**src/design/rsamp_pkg.sv**
```systemverilog
// rsamp_pkg: shared types, register codes and the LFSR step for the
// random one-in-N packet sampler. No dependencies.
package rsamp_pkg;

	localparam logic [31:0] LFSR_TAPS = 32'h8020_0003;
	localparam logic [31:0] LFSR_SEED = 32'h0000_0001;

	typedef enum logic [2:0] {
		CFG_SAMPLE_EVERY = 3'd0,
		CFG_TRUNCATE_LEN = 3'd1,
		CFG_BL_COUNT     = 3'd2,
		CFG_BL_ADDR_A    = 3'd3,
		CFG_BL_ADDR_B    = 3'd4,
		CFG_BL_ADDR_C    = 3'd5,
		CFG_BL_ADDR_D    = 3'd6
	} cfg_idx_e;

	typedef enum logic [1:0] {
		ST_IDLE,
		ST_MOD,
		ST_FIN
	} state_t;

	typedef struct packed {
		logic [31:0] source_address;
		logic [15:0] captured_length;
	} in_item_t;

	typedef struct packed {
		logic        keep;
		logic [15:0] stored_length;
		logic        blocklist_hit;
	} out_item_t;

	typedef struct packed {
		logic [23:0]      sample_every;
		logic [15:0]      truncate_len;
		logic [2:0]       blocklist_count;
		logic [3:0][31:0] blocklist_addr;
	} cfg_regs_t;

	// Galois LFSR, right shift; an all-zero register is reloaded with the seed.
	function automatic logic [31:0] lfsr_step(input logic [31:0] r);
		logic [31:0] r0;
		r0 = (r == 32'd0) ? LFSR_SEED : r;
		return (r0 >> 1) ^ (r0[0] ? LFSR_TAPS : 32'd0);
	endfunction

endpackage

```
**src/design/rsamp_cfg.sv**
```systemverilog
// rsamp_cfg: configuration register file of the packet sampler.
// Depends on rsamp_pkg (register codes, cfg_regs_t).
module rsamp_cfg (
	input  logic                 clk,
	input  logic                 arst_n,
	input  logic                 cfg_valid,
	output logic                 cfg_ready,
	input  logic [2:0]           cfg_index,
	input  logic [31:0]          cfg_data,
	output rsamp_pkg::cfg_regs_t regs
);

	rsamp_pkg::cfg_regs_t regs_q;

	assign cfg_ready = 1'b1;
	assign regs      = regs_q;

	always_ff @(posedge clk or negedge arst_n) begin
		if (!arst_n) begin
			regs_q              <= '0;
			regs_q.sample_every <= 24'd1;
		end else if (cfg_valid && cfg_ready) begin
			case (rsamp_pkg::cfg_idx_e'(cfg_index))
				rsamp_pkg::CFG_SAMPLE_EVERY: regs_q.sample_every    <= cfg_data[23:0];
				rsamp_pkg::CFG_TRUNCATE_LEN: regs_q.truncate_len    <= cfg_data[15:0];
				rsamp_pkg::CFG_BL_COUNT:     regs_q.blocklist_count <= cfg_data[2:0];
				rsamp_pkg::CFG_BL_ADDR_A:    regs_q.blocklist_addr[0] <= cfg_data;
				rsamp_pkg::CFG_BL_ADDR_B:    regs_q.blocklist_addr[1] <= cfg_data;
				rsamp_pkg::CFG_BL_ADDR_C:    regs_q.blocklist_addr[2] <= cfg_data;
				rsamp_pkg::CFG_BL_ADDR_D:    regs_q.blocklist_addr[3] <= cfg_data;
				default: ; // unused index, write dropped
			endcase
		end
	end

endmodule

```
**src/design/rsamp_mod.sv**
```systemverilog
// rsamp_mod: bit-serial restoring modulo, 32-bit dividend by 24-bit divisor,
// one quotient bit per cycle. No package dependency.
module rsamp_mod (
	input  logic        clk,
	input  logic        arst_n,
	input  logic        start,
	input  logic [31:0] dividend,
	input  logic [23:0] divisor,
	output logic        done,
	output logic [23:0] rem
);

	logic        busy_q;
	logic        done_q;
	logic [4:0]  cnt_q;
	logic [31:0] dvd_q;
	logic [23:0] div_q;
	logic [23:0] rem_q;
	logic [24:0] trial;
	logic [24:0] diff;
	logic [23:0] rem_next;

	// shift in next dividend bit, subtract when it fits
	assign trial    = {rem_q, dvd_q[31]};
	assign diff     = trial - {1'b0, div_q};
	assign rem_next = (trial >= {1'b0, div_q}) ? diff[23:0] : trial[23:0];

	assign done = done_q;
	assign rem  = rem_q;

	always_ff @(posedge clk or negedge arst_n) begin
		if (!arst_n) begin
			busy_q <= 1'b0;
			done_q <= 1'b0;
			cnt_q  <= '0;
		end else begin
			done_q <= 1'b0;
			if (start) begin
				busy_q <= 1'b1;
				cnt_q  <= '0;
			end else if (busy_q) begin
				cnt_q <= cnt_q + 5'd1;
				if (cnt_q == 5'd31) begin
					busy_q <= 1'b0;
					done_q <= 1'b1;
				end
			end
		end
	end

	always_ff @(posedge clk) begin
		if (start) begin
			dvd_q <= dividend;
			div_q <= divisor;
			rem_q <= '0;
		end else if (busy_q) begin
			dvd_q <= {dvd_q[30:0], 1'b0};
			rem_q <= rem_next;
		end
	end

endmodule

```
**src/design/random_one_in_n_packet_sampler.sv**
```systemverilog
// random_one_in_n_packet_sampler: top level, sampling sequencer and output register.
// Depends on rsamp_pkg, rsamp_cfg and rsamp_mod.
//
// Usage:
//  - Input channel (in_valid / in_stall / in_data) takes one packet descriptor
//    per transfer: source address and captured length.
//  - Output channel (out_valid / out_stall / out_data) returns exactly one result
//    per descriptor, in order: keep flag, length to store, blocklist hit.
//  - Config channel (cfg_valid / cfg_ready / cfg_index / cfg_data) writes the
//    seven registers; cfg_ready is always high. Write only while idle.
//  - Output path: a descriptor that does not open a sampling window reaches the
//    output register in the cycle after its transfer. A descriptor that opens a
//    window (first of N, N >= 2, no blocklist hit) waits for the bit-serial
//    modulo unit in ST_MOD, then is loaded into the output register from ST_FIN.
//  - Throughput: one descriptor per cycle inside a window while the output is free;
//    a window start stalls input until its result loads; modulo: one bit per cycle.
//  - Reset (arst_n low) clears the window, loads the LFSR with 1, sets N to 1
//    and clears the other registers; output register empties.
//  - When the receiver stalls with a result held, in_stall rises and no new
//    descriptor is taken until that result is transferred.
module random_one_in_n_packet_sampler (
	input  logic                 clk,
	input  logic                 arst_n,
	input  logic                 in_valid,
	output logic                 in_stall,
	input  rsamp_pkg::in_item_t  in_data,
	output logic                 out_valid,
	input  logic                 out_stall,
	output rsamp_pkg::out_item_t out_data,
	input  logic                 cfg_valid,
	output logic                 cfg_ready,
	input  logic [2:0]           cfg_index,
	input  logic [31:0]          cfg_data
);

	rsamp_pkg::cfg_regs_t  regs;
	rsamp_pkg::state_t     state_q, state_d;
	rsamp_pkg::out_item_t  out_q;

	logic        out_valid_q;
	logic [23:0] wp_q;       // window position
	logic [23:0] offset_q;   // chosen offset in current window
	logic [31:0] random_q;   // LFSR
	logic [15:0] len_q;      // length held across a window-start draw

	logic        out_free;
	logic        in_acc;
	logic        hit;
	logic        n_is_one;
	logic        window_active;
	logic        need_draw;
	logic        ld_fast;
	logic        ld_fin;
	logic        ld_out;
	logic        wp_adv;
	logic [23:0] wp_inc;
	logic [23:0] wp_d;
	logic [31:0] lfsr_next;
	logic        cur_keep;
	logic        cur_hit;
	logic [15:0] cur_len;
	logic [15:0] cur_stored;
	logic        mod_done;
	logic [23:0] mod_rem;

	rsamp_cfg u_cfg (
		.clk       (clk),
		.arst_n    (arst_n),
		.cfg_valid (cfg_valid),
		.cfg_ready (cfg_ready),
		.cfg_index (cfg_index),
		.cfg_data  (cfg_data),
		.regs      (regs)
	);

	// modulo unit: offset = lfsr % N
	rsamp_mod u_mod (
		.clk      (clk),
		.arst_n   (arst_n),
		.start    (need_draw),
		.dividend (lfsr_next),
		.divisor  (regs.sample_every),
		.done     (mod_done),
		.rem      (mod_rem)
	);

	// blocklist match; counts above four behave as four
	always_comb begin
		hit = 1'b0;
		for (int i = 0; i < 4; i++) begin
			if ((regs.blocklist_count > 3'(i)) &&
			    (regs.blocklist_addr[i] == in_data.source_address)) begin
				hit = 1'b1;
			end
		end
	end

	assign n_is_one      = (regs.sample_every <= 24'd1);   // N of 0 acts as 1
	assign window_active = !hit && !n_is_one;
	assign lfsr_next     = rsamp_pkg::lfsr_step(random_q);

	assign out_free = !out_valid_q || !out_stall;
	assign in_stall = (state_q != rsamp_pkg::ST_IDLE) || !out_free;
	assign in_acc   = in_valid && !in_stall;

	// first packet of a window needs a fresh offset
	assign need_draw = in_acc && window_active && (wp_q == 24'd0);
	assign ld_fast   = in_acc && !need_draw;
	assign ld_fin    = (state_q == rsamp_pkg::ST_FIN) && out_free;
	assign ld_out    = ld_fast || ld_fin;
	assign wp_adv    = (ld_fast && window_active) || ld_fin;

	assign wp_inc = wp_q + 24'd1;
	assign wp_d   = (wp_inc >= regs.sample_every) ? 24'd0 : wp_inc;

	always_comb begin
		if (ld_fin) begin
			cur_keep = (wp_q == offset_q);
			cur_hit  = 1'b0;
			cur_len  = len_q;
		end else begin
			cur_keep = !window_active || (wp_q == offset_q);
			cur_hit  = hit;
			cur_len  = in_data.captured_length;
		end
		cur_stored = 16'd0;
		if (cur_keep) begin
			cur_stored = ((regs.truncate_len != 16'd0) && (cur_len > regs.truncate_len)) ?
				regs.truncate_len : cur_len;
		end
	end

	always_comb begin
		state_d = state_q;
		unique case (state_q)
			rsamp_pkg::ST_IDLE: if (need_draw) state_d = rsamp_pkg::ST_MOD;
			rsamp_pkg::ST_MOD:  if (mod_done)  state_d = rsamp_pkg::ST_FIN;
			rsamp_pkg::ST_FIN:  if (out_free)  state_d = rsamp_pkg::ST_IDLE;
			default:            state_d = rsamp_pkg::ST_IDLE;
		endcase
	end

	always_ff @(posedge clk or negedge arst_n) begin
		if (!arst_n) begin
			state_q     <= rsamp_pkg::ST_IDLE;
			out_valid_q <= 1'b0;
			wp_q        <= '0;
			offset_q    <= '0;
			random_q    <= rsamp_pkg::LFSR_SEED;
		end else begin
			state_q <= state_d;
			if (ld_out) begin
				out_valid_q <= 1'b1;
			end else if (!out_stall) begin
				out_valid_q <= 1'b0;
			end
			if (wp_adv)    wp_q     <= wp_d;
			if (mod_done)  offset_q <= mod_rem;
			if (need_draw) random_q <= lfsr_next;
		end
	end

	always_ff @(posedge clk) begin
		if (need_draw) len_q <= in_data.captured_length;
		if (ld_out) begin
			out_q.keep          <= cur_keep;
			out_q.stored_length <= cur_stored;
			out_q.blocklist_hit <= cur_hit;
		end
	end

	assign out_valid = out_valid_q;
	assign out_data  = out_q;

	// modulo completion only while the sequencer waits for it
	a_done_in_mod: assert property (@(posedge clk) disable iff (!arst_n)
		mod_done |-> (state_q == rsamp_pkg::ST_MOD))
		else $error("modulo done outside draw state");

	// LFSR never reaches the all-zero lockup state
	a_lfsr_nonzero: assert property (@(posedge clk) disable iff (!arst_n)
		random_q != 32'd0)
		else $error("LFSR is zero");

	// a window start parks the sequencer in the draw state next cycle
	a_draw_enters_mod: assert property (@(posedge clk) disable iff (!arst_n)
		need_draw |=> (state_q == rsamp_pkg::ST_MOD))
		else $error("window start did not enter draw");

	// dropped packets store nothing; a blocklist hit is always kept
	a_drop_zero: assert property (@(posedge clk) disable iff (!arst_n)
		(out_valid_q && !out_q.keep) |-> (out_q.stored_length == 16'd0 && !out_q.blocklist_hit))
		else $error("dropped result carries length or hit");

endmodule
```
**config.mk**
```make
export PLATFORM = sky130hd
export DESIGN_NAME = random_one_in_n_packet_sampler
export DESIGN_NICKNAME = d
export VERILOG_FILES = /design/src/design/rsamp_pkg.sv /design/src/design/rsamp_cfg.sv /design/src/design/rsamp_mod.sv /design/src/design/random_one_in_n_packet_sampler.sv
export SDC_FILE = /design/constraint.sdc
export NUM_CORES = 1
export LEC_CHECK = 0
export BUFFER_PORTS_ARGS = -buffer_cell sky130_fd_sc_hd__buf_2
export CELL_PAD_IN_SITES_DETAIL_PLACEMENT = 0
export CELL_PAD_IN_SITES_GLOBAL_PLACEMENT = 1
export CORE_AREA = 10 10 213 215
export DETAILED_ROUTE_END_ITERATION = 8
export DIE_AREA = 0 0 223 225
export PLACE_DENSITY = 0.86
export SLEW_MARGIN = 20
export SYNTH_ARGS = -nofsm -noshare
export SYNTH_HDL_FRONTEND = slang
export SYNTH_SLANG_ARGS = --single-unit
```
**constraint.sdc**
```tcl
create_clock -name clk -period 4.96 [get_ports clk]
set_clock_uncertainty 0.1 [all_clocks]
set_input_delay 1.488 -clock clk [delete_from_list [all_inputs] [get_ports clk]]
set_output_delay 1.488 -clock clk [all_outputs]
set_load 0.02 [all_outputs]
```
==> results of run 1 <==
-- synth_stat cells (6+ instances only) --
library cell,instances,area [µm²]
a21o_1,18,135.1
a311oi_1,15,131.4
ha_1,68,850.8
nand3_1,43,215.2
nor3_1,22,110.1
nor2_1,70,262.8
nand4_1,42,262.8
dfrtp_1,259,6481
nand2_1,146,548.0
nand4b_1,9,78.83
o311ai_0,19,166.4
dfxtp_1,24,480.5
mux2_2,159,1790
a31oi_1,6,37.54
nor2b_1,7,43.79
xnor2_1,80,700.7
inv_1,104,390.4
o21a_1,11,82.58
and4_1,18,157.7
edfxtp_1,90,2703
a21oi_1,30,150.1
nor4_1,72,450.4
a211oi_1,13,97.59
buf_2,18,90.09
o21ai_0,73,365.4
xor2_1,117,1025
mux2i_1,28,280.3
mux2_4,56,840.8
nand2b_1,11,68.82
buf_6,8,90.09
nor4_2,9,112.6
a2111oi_0,17,148.9
clkbuf_1,61,229.0
and3_1,10,62.56
-- registers in the layout, indices dropped and copies added, names as in the netlist --
register	count
u_cfg.regs	171
random_q	32
u_mod.dvd_q	32
offset_q	24
u_mod.div_q	24
u_mod.rem	24
wp_q	24
out_data	18
len_q	16
u_mod.cnt_q	5
state_q	2
out_valid	1
u_mod.busy_q	1
u_mod.done	1
-- cell usage in the layout, fill, tap and decap left out, types with 11 or more instances in the layout --
| master | count |
|---|---|
| and4_1 | 18 |
| o21ai_0 | 71 |
| buf_2 | 106 |
| dfrtp_1 | 258 |
| nor2_1 | 70 |
| buf_4 | 31 |
| nand2_1 | 146 |
| nand3_1 | 43 |
| dfxtp_1 | 24 |
| a21oi_1 | 29 |
| edfxtp_1 | 90 |
| nor4_1 | 72 |
| ha_1 | 68 |
| mux2i_1 | 28 |
| clkbuf_16 | 42 |
| o21a_1 | 11 |
| a21o_1 | 18 |
| a311oi_1 | 15 |
| xor2_1 | 117 |
| nor3_1 | 21 |
| inv_1 | 104 |
| mux2_2 | 159 |
| xnor2_1 | 80 |
| nand2b_1 | 11 |
| mux2_4 | 56 |
| nand4_1 | 42 |
| a2111oi_0 | 17 |
| o311ai_0 | 19 |
| a211oi_1 | 12 |
-- cells by family (layout without fill, tap and decap cells) --
kind of cell,after synthesis,count (layout)
fa+ha+maj,69,69
simple gates,492,492
buf+inv,196,325
flops,375,375
xor+xnor,197,197
other cells,1,1
compound gates,240,240
mux,243,243
-- routing by layer --
layer,share of wire,wire (µm),vias up,global-route usage
li1,-,-,6765,-
met1,0.43,22450,7140,0.2586
met2,0.50,26320,381,0.3592
met3,0.043,2253,88,0.03087
met4,0.028,1496,0,0.06866
met5,0,0,-,0
-- worst max-delay path: stages --
cell       delay, ps
buf_2            110
a21oi_1          230
and2_1           250
buf_4            260
mux2i_1          350
inv_1             90
ha_1             300
o21a_1           120
o21a_1           100
o211ai_1          80
a21oi_1          160
a211oi_2          80
buf_12           170
a2111oi_0        570
nor4_2           100
-- worst paths after layout --
path | slack, ps | start | endpoint
min in group asynchronous | 900 | arst_n | u_cfg.regs[71]$_DFFE_PN0P_
min | 420 | u_cfg.regs[163]$_DFFE_PN0P_ | u_mod.div_q[16]$_DFFE_PP_
max | 680 | out_stall | out_data[14]$_SDFFCE_PN0P_
min reg2reg | 420 | u_cfg.regs[163]$_DFFE_PN0P_ | u_mod.div_q[16]$_DFFE_PP_
max reg2reg | 770 | wp_q[5]$_DFFE_PN0P_ | wp_q[20]$_DFFE_PN0P_
max in group asynchronous | 2790 | arst_n | random_q[0]$_DFFE_PN1P_
-- power groups by stage --
stage	logic (mW)	registers [mW]	clock network (mW)
after floorplan	3.81	4.77	0
after global placement	4.84	5.01	0
after detailed placement	4.98	5.05	0
after CTS	5.01	5.00	3.21
after global routing	5.51	5.13	3.33
final	5.00	5.02	3.15
-- through the flow --
stage	setup WS [ps]	hold WS [ps]	area [µm²]	total power, mW	cells
after CTS	717.8	416.2	22980	13.22	2481
after detailed placement	118.8	390.3	21590	10.03	2409
final	682.7	416.6	22980	13.17	2481
after global routing	383.6	431.4	22980	13.98	2481
after floorplan	7.630	347.0	20320	8.581	1813
after global placement	257.0	386.9	21580	9.855	2408
-- final cells by class --
class	count	area (µm²)
clock buffers	53	1172
clock inverters	19	215.2
fillers	3492	18400
inverters	104	390.4
multi-input cells	1242	9818
flip-flops and latches	375	9718
well taps	539	674.4
repair buffers	149	993.5
==> qor.yml, run 1 <==
via_per_inst: 5.794
numCtsBuffers: 41
p_leak_nw: 9.686
seq_area_frac_synth: 0.4782
synth-simple-area-share: 0.1291
swShare: 0.3658
ant_nets: 0
required_ps: 5150
drv_slew: 0
start_util: 0.4910
die_h_um: 225
antenna_found_initial: 0
status: "completed"
async_reset_ff_frac: 0.6960
finalCritPeriodShare: 0.8624
synthFlopType: "dfrtp_1"
post_cts_resized: 0
power.share.combinational: 0.380
die_w_um: 223
core_um2: 41380
clockPowerShare: 0.239
cts_tree: "done"
p_seq_frac: 0.381
synth_top_family_by_area: "multiplexers"
clock_latency_ps: 570
fmax_mhz: 233.8
max_slew_margin: 0.3734
p_int_mw: 8.349
p_sw_mw: 4.816
avgSynthCellArea_um2: 11.21
synth.ff_latch_count: 375
worst_pin_slew_ps: 940.0
crit_path_end_kind: "register"
maxCapViolations: 0
synth_fa_ha_area_frac: 0.04285
wl_um: 52520
cts_root_buf: "clkbuf_16"
cts_sinks: 375
rows: 75
via_count: 14370
muxShareOfSynthArea: 0.1433
grt.total_usage: 0.2069
ioPinCount: 109
worst_ep_arrival_time_ps: 4470
avgRoutedWirePerCell_um: 21.17
postCtsSetupRepairBufs: 0
synth_nets: 1970
grt.overflow.total: 0
grt_max_degree: 118
peakVddDrop_mv: 0.3223
finalSetupViolations: 0
p_per_area_nw_per_um2: 572.8
drive_gt1_frac: 0.2394
critPathLaunchType: "input port"
synthXorXnorAreaFrac: 0.08491
clock_path_buffers: 3
clk_pin_slew_ps: 60
antennaDiodeCount: 0
num-nets-final: 2070
fin_crit_ps: 4277
hold_path.class: "reg -> reg"
synth_warnings: 0
synth-edff-count: 90
yosysUniqueCellTypes: 73
cts.htree.levels: 2
synth_compound_area_frac: 0.08091
drc: 0
syn_inst: 1813
final_util: 0.5553
io_buffers: 107
ff2ff_path_depth: 13
grt_pass1_wl_um: 83610
setup_tns_ps: 0
synthToLayoutAreaGrowth_pct: 13.10
grt_pass1_vias: 14870
rsz0062_at_grt: "no"
synth.cell_area_um2: 20320
dp_hpwl_um: 38370
cp_max_fo: 32
crit_type: "in -> reg"
firstDrtPassIters: 5
die_area_um2: 50180
hold_path_depth: 0
cts_hold_buf: 0
gp_congestion: 0.9356
hold_violations: 0
drt-initial-drc-count: 1026
Power figures use the tool's default switching activity.
==> run 2, diff against run 1 <==
Settings changed: CORE_AREA 10 10 213 215 to 10 10 237 239, DIE_AREA 0 0 223 225 to 0 0 247 249, PLACE_DENSITY 0.86 to 0.72.
==> run 2 against run 1 <==
  * Non-clock buffer count down 9
  * Setup slack lost 69 ps
  * Core utilization fell by 11 points
  * Final cell count is 5.5% higher
  * Worst hold slack worse by 7.0 ps
  * Total power is 0.53% lower
  * Routed wire length grew 2.8%
  * Sequential power barely moved
  * Fmax decreased by 1.6%
  * Via count fell by 1.0%
  * Critical endpoint is now out_data[4]$_SDFFCE_PN0P_
  * Largest power group unchanged
==> qor.yml, run 2 (synthesized netlist as in run 1, its figures left out) <==
num-nets-final: 2063  # -0.34%
most-common-layout-cells: "258 x dfrtp_1, 159 x mux2_2, 146 x nand2_1"
core_um2: 51200  # +24%
grt_pass1_wl_um: 85470  # +2.2%
largest_reg_flops: 171  # unchanged
p_per_area_nw_per_um2: 568.8  # -0.70%
die_w_um: 247  # +11%
cts_sinks: 375  # unchanged
clock_latency_ps: 570  # about the same
antenna_found_initial: 5  # +5
numCtsBuffers: 43  # +4.9%
cts_root_buf: "clkbuf_16"
post_cts_resized: 0  # unchanged
finalCritPeriodShare: 0.8764  # +0.01401
dp_slack_ps: 120.7  # +1.875 ps
crit_type: "in -> reg"
cp_slowest_stage_delay_ps: 360  # -210 ps
io_buffers: 107  # unchanged
crit_path_end_kind: "register"
peakVddDrop_mv: 0.3987  # +24%
fin_ws_ps: 613.2  # -69.49 ps
required_ps: 5200  # +50 ps
fin_crit_ps: 4347  # +69.49 ps
die_area_um2: 61500  # +23%
r2r-start: "wp_q[0]$_DFFE_PN0P_"
holdPathEnd: "u_mod.div_q[2]$_DFFE_PP_"
firstDrtPassIters: 5  # unchanged
clk_pin_slew_ps: 60  # about the same
worst_pin_slew_ps: 1013  # +72.59 ps
ant_nets: 0  # unchanged
hold_path_depth: 0  # unchanged
avgRoutedWirePerCell_um: 20.62  # -2.6%
wl_um: 53970  # +2.8%
via_count: 14230  # -1.0%
postCtsSetupRepairBufs: 0  # unchanged
rsz0062_at_grt: "no"
grt_max_degree: 103  # -13%
finalSetupViolations: 0  # unchanged
path_cells: "buf_2, a21oi_1, and2_1, buf_4, buf_4, mux2i_1, inv_1, ha_1, o21a_1, o211ai_1, a21oi_1, a211oi_2, buf_4, a2111oi_0, nor4_1"
min-delay-start: "u_cfg.regs[149]$_DFFE_PN0P_"
setup_tns_ps: 0  # unchanged
drv_slew: 0  # unchanged
slowest_stage: "nor4_1"
drc: 0  # unchanged
drt-initial-drc-count: 931  # -9.3%
mostFrequentLayoutCell: "dfrtp_1"
maxCapViolations: 0  # unchanged
cp_max_fo: 32  # unchanged
cts.htree.levels: 2  # unchanged
critPathLaunchType: "input port"
grt.overflow.total: 0  # unchanged
crit_top_cell: "buf_4"
top_regs: "u_cfg.regs: 171 flops, random_q: 32 flops, u_mod.dvd_q: 32 flops"
r2r_setup_slack_ps: 780  # about the same
grt.total_usage: 0.1746  # -0.03230
cts_hold_buf: 0  # unchanged
ff2ff_path_depth: 15  # +2
top_register: "u_cfg.regs"
p_leak_nw: 9.614  # -0.74%
ioPinCount: 109  # unchanged
r2r-end: "wp_q[22]$_DFFE_PN0P_"
grt_pass1_vias: 14730  # -0.89%
via_per_inst: 5.435  # -6.2%
synthToLayoutAreaGrowth_pct: 13.29
worst_ep_arrival_time_ps: 4590  # +120 ps
rows: 83  # +11%
hold_violations: 0  # unchanged
cts_tree: "done"
start_util: 0.3969  # -0.09413
drive_gt1_frac: 0.2350  # -0.004423
gp_congestion: 0.8976  # -4.1%
max_slew_margin: 0.3187  # -0.05462
status: "completed"
fmax_mhz: 230.1  # -1.6%
dp_hpwl_um: 39420  # +2.7%
hold_path.class: "reg -> reg"
clock_path_buffers: 3  # unchanged
die_h_um: 249  # +11%
-- run 2: power breakdown --
part           switching [mW]  total (mW)  internal, mW
Combinational            2.76        4.97          2.21
Clock                    1.30        3.12          1.83
Sequential              0.785        5.01          4.22
-- run 2: layout make-up --
| type | count | area (µm²) |
|---|---|---|
| antenna | 2 | 5.005 |
| clock buffer | 65 | 1279 |
| clock inverter | 10 | 87.58 |
| fill | 4740 | 28180 |
| inverter | 104 | 390.4 |
| multi-input combinational | 1242 | 9818 |
| sequential | 375 | 9718 |
| tap | 680 | 850.8 |
| timing repair buffer | 140 | 872.1 |
-- run 2: through the flow --
stage / hold WS (ps) / instances / total power, mW / cell area [µm²] / util
after CTS: 420.9 / 2616 / 13.21 / 23010 / 0.4495
after global placement: 391.4 / 2540 / 9.904 / 21640 / 0.4226
after detailed placement: 399.3 / 2541 / 10.03 / 21650 / 0.4228
after floorplan: 347.0 / 1813 / 8.581 / 20320 / -
after global routing: 435.7 / 2618 / 13.98 / 23020 / 0.4496
final: 409.7 / 2618 / 13.09 / 23020 / 0.4496
-- run 2: worst max path at each step --
stage / startpoint / end / slack [ps] / depth (start not counted)
after floorplan: in_data[46] / out_data[0]$_SDFFCE_PN0P_ / 8 / 10
after global placement: in_data[26] / out_data[6]$_SDFFCE_PN0P_ / 40 / 11
after detailed placement: out_stall / out_data[9]$_SDFFCE_PN0P_ / 120 / 14
after CTS: out_stall / out_data[8]$_SDFFCE_PN0P_ / 700 / 14
after global routing: out_stall / out_data[14]$_SDFFCE_PN0P_ / 310 / 14
final: out_stall / out_data[4]$_SDFFCE_PN0P_ / 610 / 15
-- run 2: metal layers --
metal  share of wire  vias to the layer above  track usage
li1                -                     6749            -
met1            0.44                     7118       0.2233
met2            0.49                      274       0.2915
met3           0.041                       83      0.02978
met4           0.030                        6      0.06063
met5         0.00054                        -            0
-- run 2: critical path, delay by kind of cell --
| family | cells | cell delay [ps] |
|---|---|---|
| fa+ha+maj | 1 | 300 |
| simple gates | 2 | 630 |
| buf+inv | 5 | 900 |
| mux | 1 | 330 |
| compound gates | 6 | 950 |
==> run 3, diff against run 2 <==
Settings changed: CORE_AREA 10 10 237 239 to 10 10 263 215, DIE_AREA 0 0 247 249 to 0 0 273 225, RECOVER_POWER set to 50.
==> run 3 against run 2 <==
  * The flow now finishes with violations (capacitance limit, slew limit)
  * Via count grew 2.1%
  * Critical path type unchanged
  * Die area shrank 0.13%
  * Sequential cell count is the same
  * Combinational power is essentially flat
  * Sequential share of layout area shrank 0.064 points
  * Largest cell class unchanged
  * Fmax grew 0.35%
  * Critical endpoint is now out_data[6]$_SDFFCE_PN0P_
  * Global-route usage grew 0.66 points
==> qor.yml, run 3 (synthesized netlist as in run 1, its figures left out) <==
status: "finished with violations"
violations: "capacitance limit, slew limit"
crit_path_end_kind: "register"
largest_reg_flops: 171  # unchanged
rows: 75  # -9.6%
grt_pass1_vias: 14480  # -1.7%
fmax_mhz: 230.9  # +0.35%
firstDrtPassIters: 5  # unchanged
fin_crit_ps: 4332  # -15.03 ps
via_count: 14530  # +2.1%
cts_root_buf: "clkbuf_16"
antennaDiodeCount: 0  # -2
place_area_um2: 21760  # +0.52%
dp_hpwl_um: 40620  # +3.0%
dp.cells: 2565  # +0.94%
synthToLayoutAreaGrowth_pct: 13.46
wl_um: 55930  # +3.6%
final_cells: 2642  # +0.92%
num-nets-final: 2073  # +0.48%
path_cells: "clkbuf_1, a21oi_1, buf_4, and2_1, buf_12, mux2i_1, inv_1, ha_1, nor2b_1, o21a_1, o21a_1, o211ai_1, a21oi_1, a211oi_2, buf_4, a2111oi_0, nor4_1"
gp_congestion: 0.9025  # +0.55%
via_per_inst: 5.498  # +1.1%
p_per_area_nw_per_um2: 572.0  # +0.55%
required_ps: 5240  # +40 ps
critPathLaunchType: "input port"
postCtsSetupRepairBufs: 0  # unchanged
drive_gt1_frac: 0.2247  # -0.01029
cts_hold_buf: 0  # unchanged
rsz0062_at_grt: "no"
clock_latency_ps: 570  # about the same
p_leak_nw: 9.593  # -0.22%
finalCritPeriodShare: 0.8733  # -0.003030
fin_ws_ps: 628.3  # +15.03 ps
cts_tree: "done"
top_regs: "u_cfg.regs: 171 flops, random_q: 32 flops, u_mod.dvd_q: 32 flops"
cp_slowest_stage_delay_ps: 300  # -60 ps
finalPower_mw: 13.19  # +0.70%
io_buffers: 107  # unchanged
numCtsBuffers: 42  # -2.3%
finalSetupViolations: 0  # unchanged
cts.htree.levels: 2  # unchanged
peakVddDrop_mv: 0.2950  # -26%
grt_max_degree: 88  # -15%
hold_violations: 0  # unchanged
die_h_um: 225  # -9.6%
grt.overflow.total: 0  # unchanged
avgRoutedWirePerCell_um: 21.17  # +2.7%
hold_path.class: "reg -> reg"
post_cts_resized: 0  # unchanged
dp_slack_ps: 40.82  # -79.88 ps
ioPinCount: 109  # unchanged
clk_pin_slew_ps: 60  # about the same
worst_ep_arrival_time_ps: 4610  # +20 ps
crit_type: "in -> reg"
grt_pass1_wl_um: 87500  # +2.4%
cts_sinks: 375  # unchanged
core_um2: 51520  # +0.63%
maxCapViolations: 3  # +3
grt.total_usage: 0.1812  # +0.006585
die_area_um2: 61430  # -0.13%
die_w_um: 273  # +11%
start_util: 0.3944  # -0.002468
antenna_found_initial: 1  # -4
mostFrequentLayoutCell: "dfrtp_1"
top_register: "u_cfg.regs"
worst_pin_slew_ps: 2335  # +1322 ps
cp_max_fo: 22  # -31%
max_slew_margin: -0.5566  # -0.8753
nFillCells: 4821  # +1.7%
drc: 0  # unchanged
drt-initial-drc-count: 1312  # +41%
ant_nets: 0  # unchanged
slowest_stage: "nor4_1"
fin_area_um2: 23060  # +0.15%
drv_slew: 168  # +168
setup_tns_ps: 0  # unchanged
clock_path_buffers: 3  # unchanged
most-common-layout-cells: "258 x dfrtp_1, 159 x mux2_2, 146 x nand2_1"
-- run 3: through the flow --
stage / utilization / hold WS (ps)
final: 0.4475 / 381.6
after global routing: 0.4475 / 400.3
after CTS: 0.4487 / 383.0
after detailed placement: 0.4224 / 369.2
after global placement: 0.4224 / 364.3
after floorplan: - / 347.0
-- run 3: final cells by class --
| type | instances | area [µm²] | share of cell area |
|---|---|---|---|
| clock buffers | 65 | 1272 | 0.05519 |
| clock inverters | 12 | 81.33 | 0.003527 |
| inverters | 104 | 390.4 | 0.01693 |
| multi-input cells | 1242 | 9812 | 0.4256 |
| flip-flops and latches | 375 | 9718 | 0.4215 |
| well taps | 693 | 867.1 | 0.03761 |
| repair buffers | 151 | 914.6 | 0.03967 |
-- run 3: path summary, 6_finish.rpt --
check / startpoint / endpoint / slack, ps / cells after the start
max: out_stall / out_data[6]$_SDFFCE_PN0P_ / 630 / 17
min: u_cfg.regs[156]$_DFFE_PN0P_ / u_mod.div_q[9]$_DFFE_PP_ / 380 / 0
max reg2reg: wp_q[5]$_DFFE_PN0P_ / wp_q[4]$_DFFE_PN0P_ / 700 / 14
min reg2reg: u_cfg.regs[156]$_DFFE_PN0P_ / u_mod.div_q[9]$_DFFE_PP_ / 380 / 0
max in group asynchronous: arst_n / u_mod.busy_q$_DFF_PN0_ / 1230 / 2
min in group asynchronous: arst_n / u_cfg.regs[139]$_DFFE_PN0P_ / 1470 / 1
-- run 3: layer usage --
layer	vias to the layer above	share of wire	global-route usage	routed length (µm)
met2	426	0.43	0.2693	24100
met3	68	0.061	0.03415	3424
met4	0	0.018	0.04112	1013
met1	7239	0.49	0.2673	27390
li1	6792	-	-	-
met5	-	0	0	0
-- run 3: where the power goes --
| group | total [mW] | switching, mW | internal [mW] | leakage [nW] |
|---|---|---|---|---|
| registers | 5.09 | 0.870 | 4.22 | 4.29 |
| logic | 4.98 | 2.75 | 2.23 | 4.64 |
| clock network | 3.12 | 1.30 | 1.81 | 0.661 |
| total | 13.2 | 4.92 | 8.27 | 9.59 |
-- run 3: critical path, delay by kind of cell --
family          cells  cell delay [ps]
buf+inv             5              790
compound gates      7             1160
simple gates        3              620
mux                 1              240
fa+ha+maj           1              290
